`src/hw/rtl/aes256_pkg.sv`:
```
// aes256_pkg: payload types, sbox tables and round helper functions for the aes-256 core
// used by aes256_ctrl, aes256_dp and aes256_block_cipher; no dependencies
`default_nettype none
package aes256_pkg;

  typedef struct packed {
    logic        mode;
    logic [63:0] block_hi;
    logic [63:0] block_lo;
  } in_item_t;

  typedef struct packed {
    logic [63:0] result_hi;
    logic [63:0] result_lo;
  } out_item_t;

  localparam int unsigned NumRounds   = 14;
  localparam int unsigned NumKeyWords = 60;
  localparam int unsigned NumKeyRegs  = 4;

  localparam logic [1:0] CfgKey0 = 2'd0;
  localparam logic [1:0] CfgKey1 = 2'd1;
  localparam logic [1:0] CfgKey2 = 2'd2;
  localparam logic [1:0] CfgKey3 = 2'd3;

  // datapath commands
  typedef enum logic [2:0] {
    CMD_NONE, CMD_KEY_LOAD, CMD_KEY_STEP, CMD_LOAD, CMD_ROUND, CMD_FINAL
  } dp_cmd_t;

  typedef struct packed {
    dp_cmd_t     cmd;
    logic [5:0]  kidx;     // key word being generated
    logic [3:0]  round;    // round key index used this cycle
    logic        dec;
  } dp_ctrl_t;

  function automatic logic [7:0] sbox(input logic [7:0] a);
    logic [7:0] t [256];
    t = '{
8'h63,8'h7c,8'h77,8'h7b,8'hf2,8'h6b,8'h6f,8'hc5,8'h30,8'h01,8'h67,8'h2b,8'hfe,8'hd7,8'hab,8'h76,
8'hca,8'h82,8'hc9,8'h7d,8'hfa,8'h59,8'h47,8'hf0,8'had,8'hd4,8'ha2,8'haf,8'h9c,8'ha4,8'h72,8'hc0,
8'hb7,8'hfd,8'h93,8'h26,8'h36,8'h3f,8'hf7,8'hcc,8'h34,8'ha5,8'he5,8'hf1,8'h71,8'hd8,8'h31,8'h15,
8'h04,8'hc7,8'h23,8'hc3,8'h18,8'h96,8'h05,8'h9a,8'h07,8'h12,8'h80,8'he2,8'heb,8'h27,8'hb2,8'h75,
8'h09,8'h83,8'h2c,8'h1a,8'h1b,8'h6e,8'h5a,8'ha0,8'h52,8'h3b,8'hd6,8'hb3,8'h29,8'he3,8'h2f,8'h84,
8'h53,8'hd1,8'h00,8'hed,8'h20,8'hfc,8'hb1,8'h5b,8'h6a,8'hcb,8'hbe,8'h39,8'h4a,8'h4c,8'h58,8'hcf,
8'hd0,8'hef,8'haa,8'hfb,8'h43,8'h4d,8'h33,8'h85,8'h45,8'hf9,8'h02,8'h7f,8'h50,8'h3c,8'h9f,8'ha8,
8'h51,8'ha3,8'h40,8'h8f,8'h92,8'h9d,8'h38,8'hf5,8'hbc,8'hb6,8'hda,8'h21,8'h10,8'hff,8'hf3,8'hd2,
8'hcd,8'h0c,8'h13,8'hec,8'h5f,8'h97,8'h44,8'h17,8'hc4,8'ha7,8'h7e,8'h3d,8'h64,8'h5d,8'h19,8'h73,
8'h60,8'h81,8'h4f,8'hdc,8'h22,8'h2a,8'h90,8'h88,8'h46,8'hee,8'hb8,8'h14,8'hde,8'h5e,8'h0b,8'hdb,
8'he0,8'h32,8'h3a,8'h0a,8'h49,8'h06,8'h24,8'h5c,8'hc2,8'hd3,8'hac,8'h62,8'h91,8'h95,8'he4,8'h79,
8'he7,8'hc8,8'h37,8'h6d,8'h8d,8'hd5,8'h4e,8'ha9,8'h6c,8'h56,8'hf4,8'hea,8'h65,8'h7a,8'hae,8'h08,
8'hba,8'h78,8'h25,8'h2e,8'h1c,8'ha6,8'hb4,8'hc6,8'he8,8'hdd,8'h74,8'h1f,8'h4b,8'hbd,8'h8b,8'h8a,
8'h70,8'h3e,8'hb5,8'h66,8'h48,8'h03,8'hf6,8'h0e,8'h61,8'h35,8'h57,8'hb9,8'h86,8'hc1,8'h1d,8'h9e,
8'he1,8'hf8,8'h98,8'h11,8'h69,8'hd9,8'h8e,8'h94,8'h9b,8'h1e,8'h87,8'he9,8'hce,8'h55,8'h28,8'hdf,
8'h8c,8'ha1,8'h89,8'h0d,8'hbf,8'he6,8'h42,8'h68,8'h41,8'h99,8'h2d,8'h0f,8'hb0,8'h54,8'hbb,8'h16};
    return t[a];
  endfunction

  function automatic logic [7:0] inv_sbox(input logic [7:0] a);
    logic [7:0] t [256];
    t = '{
8'h52,8'h09,8'h6a,8'hd5,8'h30,8'h36,8'ha5,8'h38,8'hbf,8'h40,8'ha3,8'h9e,8'h81,8'hf3,8'hd7,8'hfb,
8'h7c,8'he3,8'h39,8'h82,8'h9b,8'h2f,8'hff,8'h87,8'h34,8'h8e,8'h43,8'h44,8'hc4,8'hde,8'he9,8'hcb,
8'h54,8'h7b,8'h94,8'h32,8'ha6,8'hc2,8'h23,8'h3d,8'hee,8'h4c,8'h95,8'h0b,8'h42,8'hfa,8'hc3,8'h4e,
8'h08,8'h2e,8'ha1,8'h66,8'h28,8'hd9,8'h24,8'hb2,8'h76,8'h5b,8'ha2,8'h49,8'h6d,8'h8b,8'hd1,8'h25,
8'h72,8'hf8,8'hf6,8'h64,8'h86,8'h68,8'h98,8'h16,8'hd4,8'ha4,8'h5c,8'hcc,8'h5d,8'h65,8'hb6,8'h92,
8'h6c,8'h70,8'h48,8'h50,8'hfd,8'hed,8'hb9,8'hda,8'h5e,8'h15,8'h46,8'h57,8'ha7,8'h8d,8'h9d,8'h84,
8'h90,8'hd8,8'hab,8'h00,8'h8c,8'hbc,8'hd3,8'h0a,8'hf7,8'he4,8'h58,8'h05,8'hb8,8'hb3,8'h45,8'h06,
8'hd0,8'h2c,8'h1e,8'h8f,8'hca,8'h3f,8'h0f,8'h02,8'hc1,8'haf,8'hbd,8'h03,8'h01,8'h13,8'h8a,8'h6b,
8'h3a,8'h91,8'h11,8'h41,8'h4f,8'h67,8'hdc,8'hea,8'h97,8'hf2,8'hcf,8'hce,8'hf0,8'hb4,8'he6,8'h73,
8'h96,8'hac,8'h74,8'h22,8'he7,8'had,8'h35,8'h85,8'he2,8'hf9,8'h37,8'he8,8'h1c,8'h75,8'hdf,8'h6e,
8'h47,8'hf1,8'h1a,8'h71,8'h1d,8'h29,8'hc5,8'h89,8'h6f,8'hb7,8'h62,8'h0e,8'haa,8'h18,8'hbe,8'h1b,
8'hfc,8'h56,8'h3e,8'h4b,8'hc6,8'hd2,8'h79,8'h20,8'h9a,8'hdb,8'hc0,8'hfe,8'h78,8'hcd,8'h5a,8'hf4,
8'h1f,8'hdd,8'ha8,8'h33,8'h88,8'h07,8'hc7,8'h31,8'hb1,8'h12,8'h10,8'h59,8'h27,8'h80,8'hec,8'h5f,
8'h60,8'h51,8'h7f,8'ha9,8'h19,8'hb5,8'h4a,8'h0d,8'h2d,8'he5,8'h7a,8'h9f,8'h93,8'hc9,8'h9c,8'hef,
8'ha0,8'he0,8'h3b,8'h4d,8'hae,8'h2a,8'hf5,8'hb0,8'hc8,8'heb,8'hbb,8'h3c,8'h83,8'h53,8'h99,8'h61,
8'h17,8'h2b,8'h04,8'h7e,8'hba,8'h77,8'hd6,8'h26,8'he1,8'h69,8'h14,8'h63,8'h55,8'h21,8'h0c,8'h7d};
    return t[a];
  endfunction

  function automatic logic [7:0] xt(input logic [7:0] a);
    return {a[6:0], 1'b0} ^ (a[7] ? 8'h1b : 8'h00);
  endfunction

  function automatic logic [31:0] sbox_word(input logic [31:0] w);
    return {sbox(w[31:24]), sbox(w[23:16]), sbox(w[15:8]), sbox(w[7:0])};
  endfunction

  // column with row 0 in bits 31:24
  function automatic logic [31:0] mix_col(input logic [31:0] c);
    logic [7:0] s0, s1, s2, s3;
    s0 = c[31:24]; s1 = c[23:16]; s2 = c[15:8]; s3 = c[7:0];
    return {xt(s0) ^ xt(s1) ^ s1 ^ s2 ^ s3,
            s0 ^ xt(s1) ^ xt(s2) ^ s2 ^ s3,
            s0 ^ s1 ^ xt(s2) ^ xt(s3) ^ s3,
            xt(s0) ^ s0 ^ s1 ^ s2 ^ xt(s3)};
  endfunction

  // inverse mix as a premultiply by {04,05} followed by the forward mix
  function automatic logic [31:0] inv_mix_col(input logic [31:0] c);
    logic [7:0] s0, s1, s2, s3, u, v;
    s0 = c[31:24]; s1 = c[23:16]; s2 = c[15:8]; s3 = c[7:0];
    u = xt(xt(s0 ^ s2));
    v = xt(xt(s1 ^ s3));
    return mix_col({s0 ^ u, s1 ^ v, s2 ^ u, s3 ^ v});
  endfunction

endpackage
`default_nettype wire

```
`src/hw/rtl/aes256_ctrl.sv`:
```
// aes256_ctrl: sequencer for key expansion and round iteration
// depends on aes256_pkg
`default_nettype none
module aes256_ctrl (
  input  wire logic                clk,
  input  wire logic                rst_n,
  input  wire logic                in_valid,
  output logic                     in_ready,
  input  wire logic                in_mode,
  input  wire logic                key_dirty,   // key register written this cycle
  input  wire logic                out_free,    // output register empty or draining
  output logic                     out_load,
  output aes256_pkg::dp_ctrl_t     ctl
);

  typedef enum logic [1:0] {S_IDLE, S_KEY, S_RUN, S_DONE} state_t;

  state_t     state_r, state_nxt;
  logic       ready_keys_r, ready_keys_nxt;
  logic [5:0] kidx_r, kidx_nxt;
  logic [3:0] step_r, step_nxt;
  logic       dec_r, dec_nxt;

  assign in_ready = (state_r == S_IDLE) && ready_keys_r && !key_dirty;

  always_comb begin
    state_nxt      = state_r;
    ready_keys_nxt = ready_keys_r;
    kidx_nxt       = kidx_r;
    step_nxt       = step_r;
    dec_nxt        = dec_r;
    out_load       = 1'b0;
    ctl.cmd        = aes256_pkg::CMD_NONE;
    ctl.kidx       = kidx_r;
    ctl.dec        = dec_r;
    ctl.round      = dec_r ? 4'(aes256_pkg::NumRounds) - step_r : step_r;
    unique case (state_r)
      S_IDLE: begin
        if (key_dirty) begin
          ready_keys_nxt = 1'b0;
        end else if (!ready_keys_r) begin
          ctl.cmd   = aes256_pkg::CMD_KEY_LOAD;
          kidx_nxt  = 6'd8;
          state_nxt = S_KEY;
        end else if (in_valid) begin
          dec_nxt   = in_mode;
          ctl.dec   = in_mode;
          ctl.round = in_mode ? 4'(aes256_pkg::NumRounds) : 4'd0;
          ctl.cmd   = aes256_pkg::CMD_LOAD;
          step_nxt  = 4'd1;
          state_nxt = S_RUN;
        end
      end
      S_KEY: begin
        ctl.cmd  = aes256_pkg::CMD_KEY_STEP;
        kidx_nxt = kidx_r + 6'd1;
        if (key_dirty) begin
          // key changed under the expansion, start over from idle
          state_nxt = S_IDLE;
        end else if (kidx_r == 6'(aes256_pkg::NumKeyWords - 1)) begin
          ready_keys_nxt = 1'b1;
          state_nxt      = S_IDLE;
        end
      end
      S_RUN: begin
        if (step_r == 4'(aes256_pkg::NumRounds)) begin
          ctl.cmd   = aes256_pkg::CMD_FINAL;
          state_nxt = S_DONE;
        end else begin
          ctl.cmd  = aes256_pkg::CMD_ROUND;
          step_nxt = step_r + 4'd1;
        end
      end
      S_DONE: begin
        if (out_free) begin
          out_load  = 1'b1;
          state_nxt = S_IDLE;
        end
      end
      default: state_nxt = S_IDLE;
    endcase
    // any key write makes the schedule stale
    if (key_dirty) ready_keys_nxt = 1'b0;
  end

  always_ff @(posedge clk) begin
    if (!rst_n) begin
      state_r      <= S_IDLE;
      ready_keys_r <= 1'b0;
      kidx_r       <= '0;
      step_r       <= '0;
      dec_r        <= 1'b0;
    end else begin
      state_r      <= state_nxt;
      ready_keys_r <= ready_keys_nxt;
      kidx_r       <= kidx_nxt;
      step_r       <= step_nxt;
      dec_r        <= dec_nxt;
    end
  end

endmodule
`default_nettype wire

```
`config.mk`:
```
export PLATFORM = sky130hd
export DESIGN_NAME = aes256_ctrl
export DESIGN_NICKNAME = d
export VERILOG_FILES = /design/src/hw/rtl/aes256_pkg.sv /design/src/hw/rtl/aes256_ctrl.sv
export SDC_FILE = /design/constraint.sdc
export NUM_CORES = 1
export LEC_CHECK = 0
export ABC_AREA = 1
export BUFFER_PORTS_ARGS = -buffer_cell sky130_fd_sc_hd__buf_4
export CAP_MARGIN = 25
export CORE_MARGIN = 3
export CORE_UTILIZATION = 50
export DETAILED_ROUTE_END_ITERATION = 8
export HOLD_SLACK_MARGIN = 0.05
export PLACE_DENSITY = 0.76
export RECOVER_POWER = 100
export REMOVE_ABC_BUFFERS = 1
export SLEW_MARGIN = 15
export SYNTH_ARGS = -nofsm -noshare
export SYNTH_HDL_FRONTEND = slang
export SYNTH_SLANG_ARGS = --single-unit
```
`constraint.sdc`:
```
create_clock -name clk -period 2.1 [get_ports clk]
set_input_delay 0.105 -clock clk [delete_from_list [all_inputs] [get_ports clk]]
set_output_delay 0.105 -clock clk [all_outputs]
set_load 0.01 [all_outputs]
```
==> results of run 1 <==
-- tightest hold or removal path, cell delays in order --
cell     delay [ns]
buf_4          0.13
nand2_1        0.06
nor2_1         0.03
-- state kept, by name, summed over array words and instances (netlist names) --
register and cells:
ready_keys_r 1, state_r 2, kidx_r 6, dec_r 1
step_r 4
-- where the power goes --
group / internal, mW / leakage, nW / switching, mW
clock network: 0.106 / 0.0210 / 0.0902
registers: 0.275 / 0.114 / 0.0149
logic: 0.0344 / 0.379 / 0.0579
-- stage by stage --
stage / instance area (sq um) / utilization [%] / worst slack [ns] / cells
after detailed placement: 1105 / 68.56 / 0.7272 / 180
after CTS: 1151 / 71.43 / 0.3552 / 185
after global placement: 1105 / 68.56 / 0.7411 / 180
after floorplan: 917.1 / - / 0.8289 / 135
after global routing: 1062 / 65.92 / 0.1330 / 185
final: 1062 / 65.92 / 0.3217 / 185
-- final cells by class --
| cell class | instances | area (sq um) | share of cell area (%) |
|---|---|---|---|
| Clock buffer | 4 | 36.28 | 3.416 |
| Sequential cell | 14 | 280.3 | 26.38 |
| Tap cell | 24 | 30.03 | 2.827 |
| Multi-Input combinational cell | 93 | 488.0 | 45.94 |
| Inverter | 28 | 105.1 | 9.894 |
| Timing Repair Buffer | 22 | 122.6 | 11.54 |
-- repair_timing --
item                                   CTS  global route
setup buffers                            0             0
hold buffers                             1             0
endpoints found under the hold margin    1             0
-- cells in the final DEF, fill, tap and decap left out --
| cell type | Yosys | final |
|---|---|---|
| a211oi_1 | 0 | 1 |
| a21oi_1 | 10 | 11 |
| a31oi_1 | 1 | 1 |
| buf_4 | 0 | 9 |
| clkbuf_1 | 0 | 12 |
| clkbuf_4 | 0 | 3 |
| clkbuf_8 | 0 | 1 |
| dfxtp_1 | 14 | 14 |
| dlygate4sd3_1 | 0 | 1 |
| ha_1 | 4 | 4 |
| inv_1 | 26 | 26 |
| inv_2 | 2 | 2 |
| nand2_1 | 20 | 24 |
| nand3_1 | 11 | 13 |
| nand4_1 | 1 | 1 |
| nand4_4 | 1 | 1 |
| nor2_1 | 16 | 18 |
| nor2_2 | 2 | 1 |
| nor3_1 | 1 | 1 |
| nor3b_1 | 1 | 1 |
| o21ai_0 | 6 | 7 |
| o21ai_1 | 4 | 3 |
| o21bai_1 | 2 | 2 |
| o21bai_2 | 1 | 1 |
| o22ai_1 | 1 | 1 |
| xnor2_1 | 1 | 1 |
| xor2_1 | 1 | 1 |
-- kinds of logic after synthesis --
| logic type | count (synthesis) |
|---|---|
| compound gates | 27 |
| xor+xnor | 2 |
| fa+ha+maj | 4 |
| buf+inv | 28 |
| flops | 14 |
| simple gates | 60 |
-- final timing paths --
kind | startpoint | endpoint | slack, ns
worst max-delay path | state_r[0]$_SDFFE_PN0P_ | ctl[2] | 0.32
worst min-delay path | rst_n | state_r[0]$_SDFFE_PN0P_ | 0.09
worst max register to register | step_r[0]$_SDFFE_PN0P_ | step_r[2]$_SDFFE_PN0P_ | 0.66
worst min register to register | step_r[3]$_SDFFE_PN0P_ | step_r[3]$_SDFFE_PN0P_ | 0.50
-- per-layer routing --
layer	share of wire [%]	vias to the layer above
li1	-	484
met1	46	394
met2	48	27
met3	4.3	5
met4	1.5	0
met5	0	-
==> qor.txt, run 1 <==
Outcome: complete, no violations
WL/cell: 11.25 um
Synthesized area per cell: 6.794 sq um
Path category of the worst min-delay check: input port to flip-flop
Tmin final: 1.778 ns
Starting Density: 56.91%
XOR/XNOR Fraction of Synth Area: 1.910%
Nets: 172
Worst EP arrival: 1.67 ns
Slowest-stage cell, CP: dfxtp_1
Sequential-to-total area share from yosys stat: 30.56%
Critical path, cell by cell: nor2_1 > nand4_4 > nor2_2 > inv_1 > o21ai_0 > inv_1 > buf_4
I/O Buffers: 21
Worst hold slack: 0.09060 ns
Share of the synthesized area in the top cell type: 30.56%
Maximum clock path buffer count: 2
DRT antenna net count: 0
Required @ worst endpoint: 2.00 ns
Hold Path Stages: 3
Slew headroom: 78.93%
Number of synthesized flops with an enable pin: 0
# resized after CTS: 0
Sink Count: 14
Cells after synthesis: 135
Largest net degree at the start of global routing: 11
Crit Path Max Fanout: 10
Slew Limit Fails: 0
VDD IR-drop max: 0.0003874 V
Vias in the first global route: 829
Clock transition at path regs: 0.08 ns
Cell Pwr Density: 544.1 nW/um^2
H-tree depth: 1
Compound-Gate Fraction of Synth Area: 17.46%
Slew @ Worst Pin: 0.3149 ns
Total die area: 2384 sq um
Total CTS buffers: 3
Met3 Use GR: 3.058%
P&R area growth vs syn: 15.83%
CP peak stage delay: 0.38 ns
Filler cells: 172
Die width: 48.83 um
Fin crit share: 84.68%
Worst-Skew Late Latency: 0.28 ns
First-pass GRT wire length: 3.601 mm
Async set-reset flop share out of synthesis: 0%
Synth unique cells: 27
Area contributors post-synth: dfxtp_1, inv_1, nand2_1
Met1 Usage GRT: 23.31%
Setup TNS: 0 ns
Setup violations, final: 0
DRC viols: 0
Warning count from the yosys run: 0
Rows: 14
Crit path buf inv count: 3
Kind of end point of the critical path: primary output
Most numerous cell in the Yosys netlist: inv_1
Initial antenna violation count: 0
DR vias/cell: 4.919
RePlAce Congestion: 0.8816
Max-cap violation count: 0
Most used routing layer: met2
Final Power: 578.0 uW
Total grt overflow: 0
Final hold vios: 0
Cell mode on critical path: inv_1
Final Skew: 0.003699 ns
Met2 track demand over resource: 31.90%
DR pass1 iterations: 4
Fmax achieved: 562.4 MHz
Top_reg_cell synth: dfxtp_1
First DRT Iteration DRCs: 16
Top cells by count, synth: inv_1, nand2_1, nor2_1
IO Pins: 22
Die height: 48.83 um
Worst setup SP type: flip-flop
Crit path depth: 7
Share of layout cells above drive strength 1: 11.18%
Dominant cell type by area after synthesis: dfxtp_1
Flops & latches, synth: 14
CP delay by family, top: simple AND/OR/NAND/NOR gates
RSZ-0062 raised after global routing: false
Mapped cell area: 917.1 sq um
Routed via count: 910
Largest family of logic cells by synthesized area: simple AND/OR/NAND/NOR gates
Final wirelength: 2.081 mm
Pleak: 0.5137 nW
GRT Overall Usage: 18.66%
TritonCTS clock tree: done
Setup CP Type: flip-flop to primary output
Mux contribution to synthesized area: 0%
Core box area: 1612 sq um
Dpl hpwl: 1.640 mm
N_diodes: 0
Clock root cell: clkbuf_4
Worst Reg2Reg Path Length in Cells: 8
Post-Synth Simple-Gate Area: 33.15%
Synth Area in Adders: 5.457%
Power figures use the tool's default switching activity.
==> inputs of run 2 (changes only) <==
--- a/config.mk
+++ b/config.mk
@@ -5,14 +5,14 @@
 export SDC_FILE = /design/constraint.sdc
 export NUM_CORES = 1
 export LEC_CHECK = 0
-export ABC_AREA = 1
+export ABC_AREA = 0
 export BUFFER_PORTS_ARGS = -buffer_cell sky130_fd_sc_hd__buf_4
 export CAP_MARGIN = 25
 export CORE_MARGIN = 3
 export CORE_UTILIZATION = 50
 export DETAILED_ROUTE_END_ITERATION = 8
 export HOLD_SLACK_MARGIN = 0.05
-export PLACE_DENSITY = 0.76
+export PLACE_DENSITY = 0.77
 export RECOVER_POWER = 100
 export REMOVE_ABC_BUFFERS = 1
 export SLEW_MARGIN = 15
==> constraint.sdc (replaced) <==
create_clock -name clk -period 1.7 [get_ports clk]
set_input_delay 0.085 -clock clk [delete_from_list [all_inputs] [get_ports clk]]
set_output_delay 0.085 -clock clk [all_outputs]
set_load 0.01 [all_outputs]
==> qor.txt, run 2 <==
Outcome: complete, no violations
Setup CP Type: flip-flop to primary output
Cells after synthesis: 101
CP delay by family, top: simple AND/OR/NAND/NOR gates
DR pass1 iterations: 4
Initial antenna violation count: 0
Warning count from the yosys run: 0
Top cells by count, synth: dfxtp_1, nand2_1, nor2_1
Worst setup SP type: flip-flop
Hold Path Stages: 2
Flops & latches, synth: 14
Routed via count: 783
Async set-reset flop share out of synthesis: 0%
Synthesized area per cell: 8.387 sq um
Area contributors post-synth: dfxtp_1, xnor2_1, ha_1
Fin crit share: 96.14%
Kind of end point of the critical path: primary output
Max-cap violation count: 0
DRC viols: 0
Share of the synthesized area in the top cell type: 33.09%
P&R area growth vs syn: 22.75%
I/O Buffers: 21
Mapped cell area: 847.1 sq um
Number of synthesized flops with an enable pin: 0
Die height: 47.16 um
DRT antenna net count: 0
Starting Density: 54.33%
Top reg by flops: kidx_r
H-tree depth: 1
Total die area: 2224 sq um
Slew headroom: 70.68%
Total grt overflow: 0
Setup TNS: 0 ns
Fmax achieved: 611.8 MHz
Core box area: 1559 sq um
GRT Overall Usage: 18.36%
Total CTS buffers: 3
Sink Count: 14
Dpl hpwl: 1.299 mm
Die width: 47.16 um
Clock transition at path regs: 0.09 ns
Final Skew: 0.005709 ns
Filler cells: 138
Pleak: 0.4217 nW
Required @ worst endpoint: 1.62 ns
Clock root cell: clkbuf_4
Final wirelength: 1.755 mm
TritonCTS clock tree: done
Largest net degree at the start of global routing: 17
Critical path, cell by cell: nor4b_4 > nand2_4 > mux2_4 > buf_6
N_diodes: 0
Slowest-stage cell, CP: dfxtp_4
CP peak stage delay: 0.40 ns
First-pass GRT wire length: 2.822 mm
Slew Limit Fails: 0
Dominant cell type by area after synthesis: dfxtp_1
Sequential-to-total area share from yosys stat: 33.09%
Top_reg_cell synth: dfxtp_1
Final Power: 667.3 uW
Crit Path Max Fanout: 14
Largest register FFs: 6
Path category of the worst min-delay check: input port to flip-flop
Synth unique cells: 33
Worst EP arrival: 1.55 ns
Worst Reg2Reg Path Length in Cells: 4
Post-route cell area: 1040 sq um
Vias in the first global route: 675
VDD IR-drop max: 0.0005976 V
Crit path buf inv count: 1
Biggest regs: kidx_r: 6 flops, step_r: 4 flops, state_r: 2 flops
Maximum clock path buffer count: 2
Tmin final: 1.634 ns
IO Pins: 22
WL/cell: 12.36 um
RePlAce Congestion: 0.8160
Crit path depth: 4
Slew @ Worst Pin: 0.4343 ns
Rows: 14
Placed cell area: 1020 sq um
Most frequent cells in the layout: dfxtp_1, nor2_1, nand2_1, buf_4, clkbuf_1
Final hold vios: 0
DR vias/cell: 5.514
RSZ-0062 raised after global routing: false
Nets: 138
Most numerous cell in the Yosys netlist: dfxtp_1
Leading cell type in the layout, fill and taps excluded: dfxtp_1
Cell Pwr Density: 641.8 nW/um^2
Final core occ: 66.69%
Setup violations, final: 0
Worst-Skew Late Latency: 0.28 ns
Share of layout cells above drive strength 1: 19.05%
First DRT Iteration DRCs: 16
-- run 2: changes by cell type in the layout (fill, tap and decap cells not counted), moves of 5 or more --
| cell | previous run | this run |
|---|---|---|
| inv_1 | 26 | 2 |
| nand2_1 | 24 | 10 |
| nand3_1 | 13 | 4 |
| nor2_1 | 18 | 10 |
| a21oi_1 | 11 | 6 |
| xnor2_1 | 1 | 6 |
-- run 2: area by class of cell --
class | count | area, sq um | share of cell area (%)
Inverter | 2 | 7.507 | 0.7220
Multi-Input combinational cell | 82 | 546.8 | 52.59
Timing Repair Buffer | 25 | 156.4 | 15.04
Clock buffer | 3 | 22.52 | 2.166
Tap cell | 16 | 20.02 | 1.925
Sequential cell | 14 | 286.5 | 27.56
-- run 2: repair_timing --
item / in CTS / in global routing
pin swaps: 1 / 2
gates resized for setup: 2 / 3
hold buffers: 1 / 0
hold endpoints to repair: 1 / 0
endpoints found under the setup margin: 4 / 5
buffers inserted: 1 / 1
-- run 2: where the power goes --
part / internal (mW) / switching, mW / leakage [nW]
logic: 0.0516 / 0.0554 / 0.293
clock network: 0.0823 / 0.108 / 0.0138
registers: 0.344 / 0.0262 / 0.115
total: 0.477 / 0.190 / 0.422
-- run 2: stage by stage --
step | cells | hold slack, ns | setup slack [ns]
3_5_place_dp | 136 | 0.3407 | 0.1681
3_3_place_gp | 136 | 0.3325 | 0.2204
6_report | 142 | 0.09643 | 0.06557
4_1_cts | 141 | 0.09385 | 0.03816
2_1_floorplan | 98 | 0.1611 | 0.1053
5_1_grt | 142 | 0.1106 | 0.009725
-- run 2: final timing paths --
kind | from | endpoint | slack, ns
max | state_r[0]$_SDFFE_PN0P_ | ctl[0] | 0.07
min | rst_n | state_r[1]$_SDFFE_PN0P_ | 0.1
max reg2reg | state_r[1]$_SDFFE_PN0P_ | state_r[0]$_SDFFE_PN0P_ | 0.24
min reg2reg | kidx_r[1]$_SDFFE_PN0P_ | kidx_r[1]$_SDFFE_PN0P_ | 0.53
-- run 2: metal layers --
layer / track usage, % / wire length (um) / part of all wire, %
met1: 23.41 / 841 / 48
met2: 27.64 / 773 / 44
met3: 4.215 / 99 / 5.6
met4: 11.60 / 41 / 2.3
met5: 0 / 0 / 0
-- run 2: cell families after synthesis --
group / after synthesis / share of synthesized area (%)
compound gates: 20 / 14.48
xor+xnor: 8 / 8.272
fa+ha+maj: 4 / 5.909
buf+inv: 5 / 2.363
flops: 14 / 33.09
mux: 3 / 4.135
simple gates: 47 / 31.76
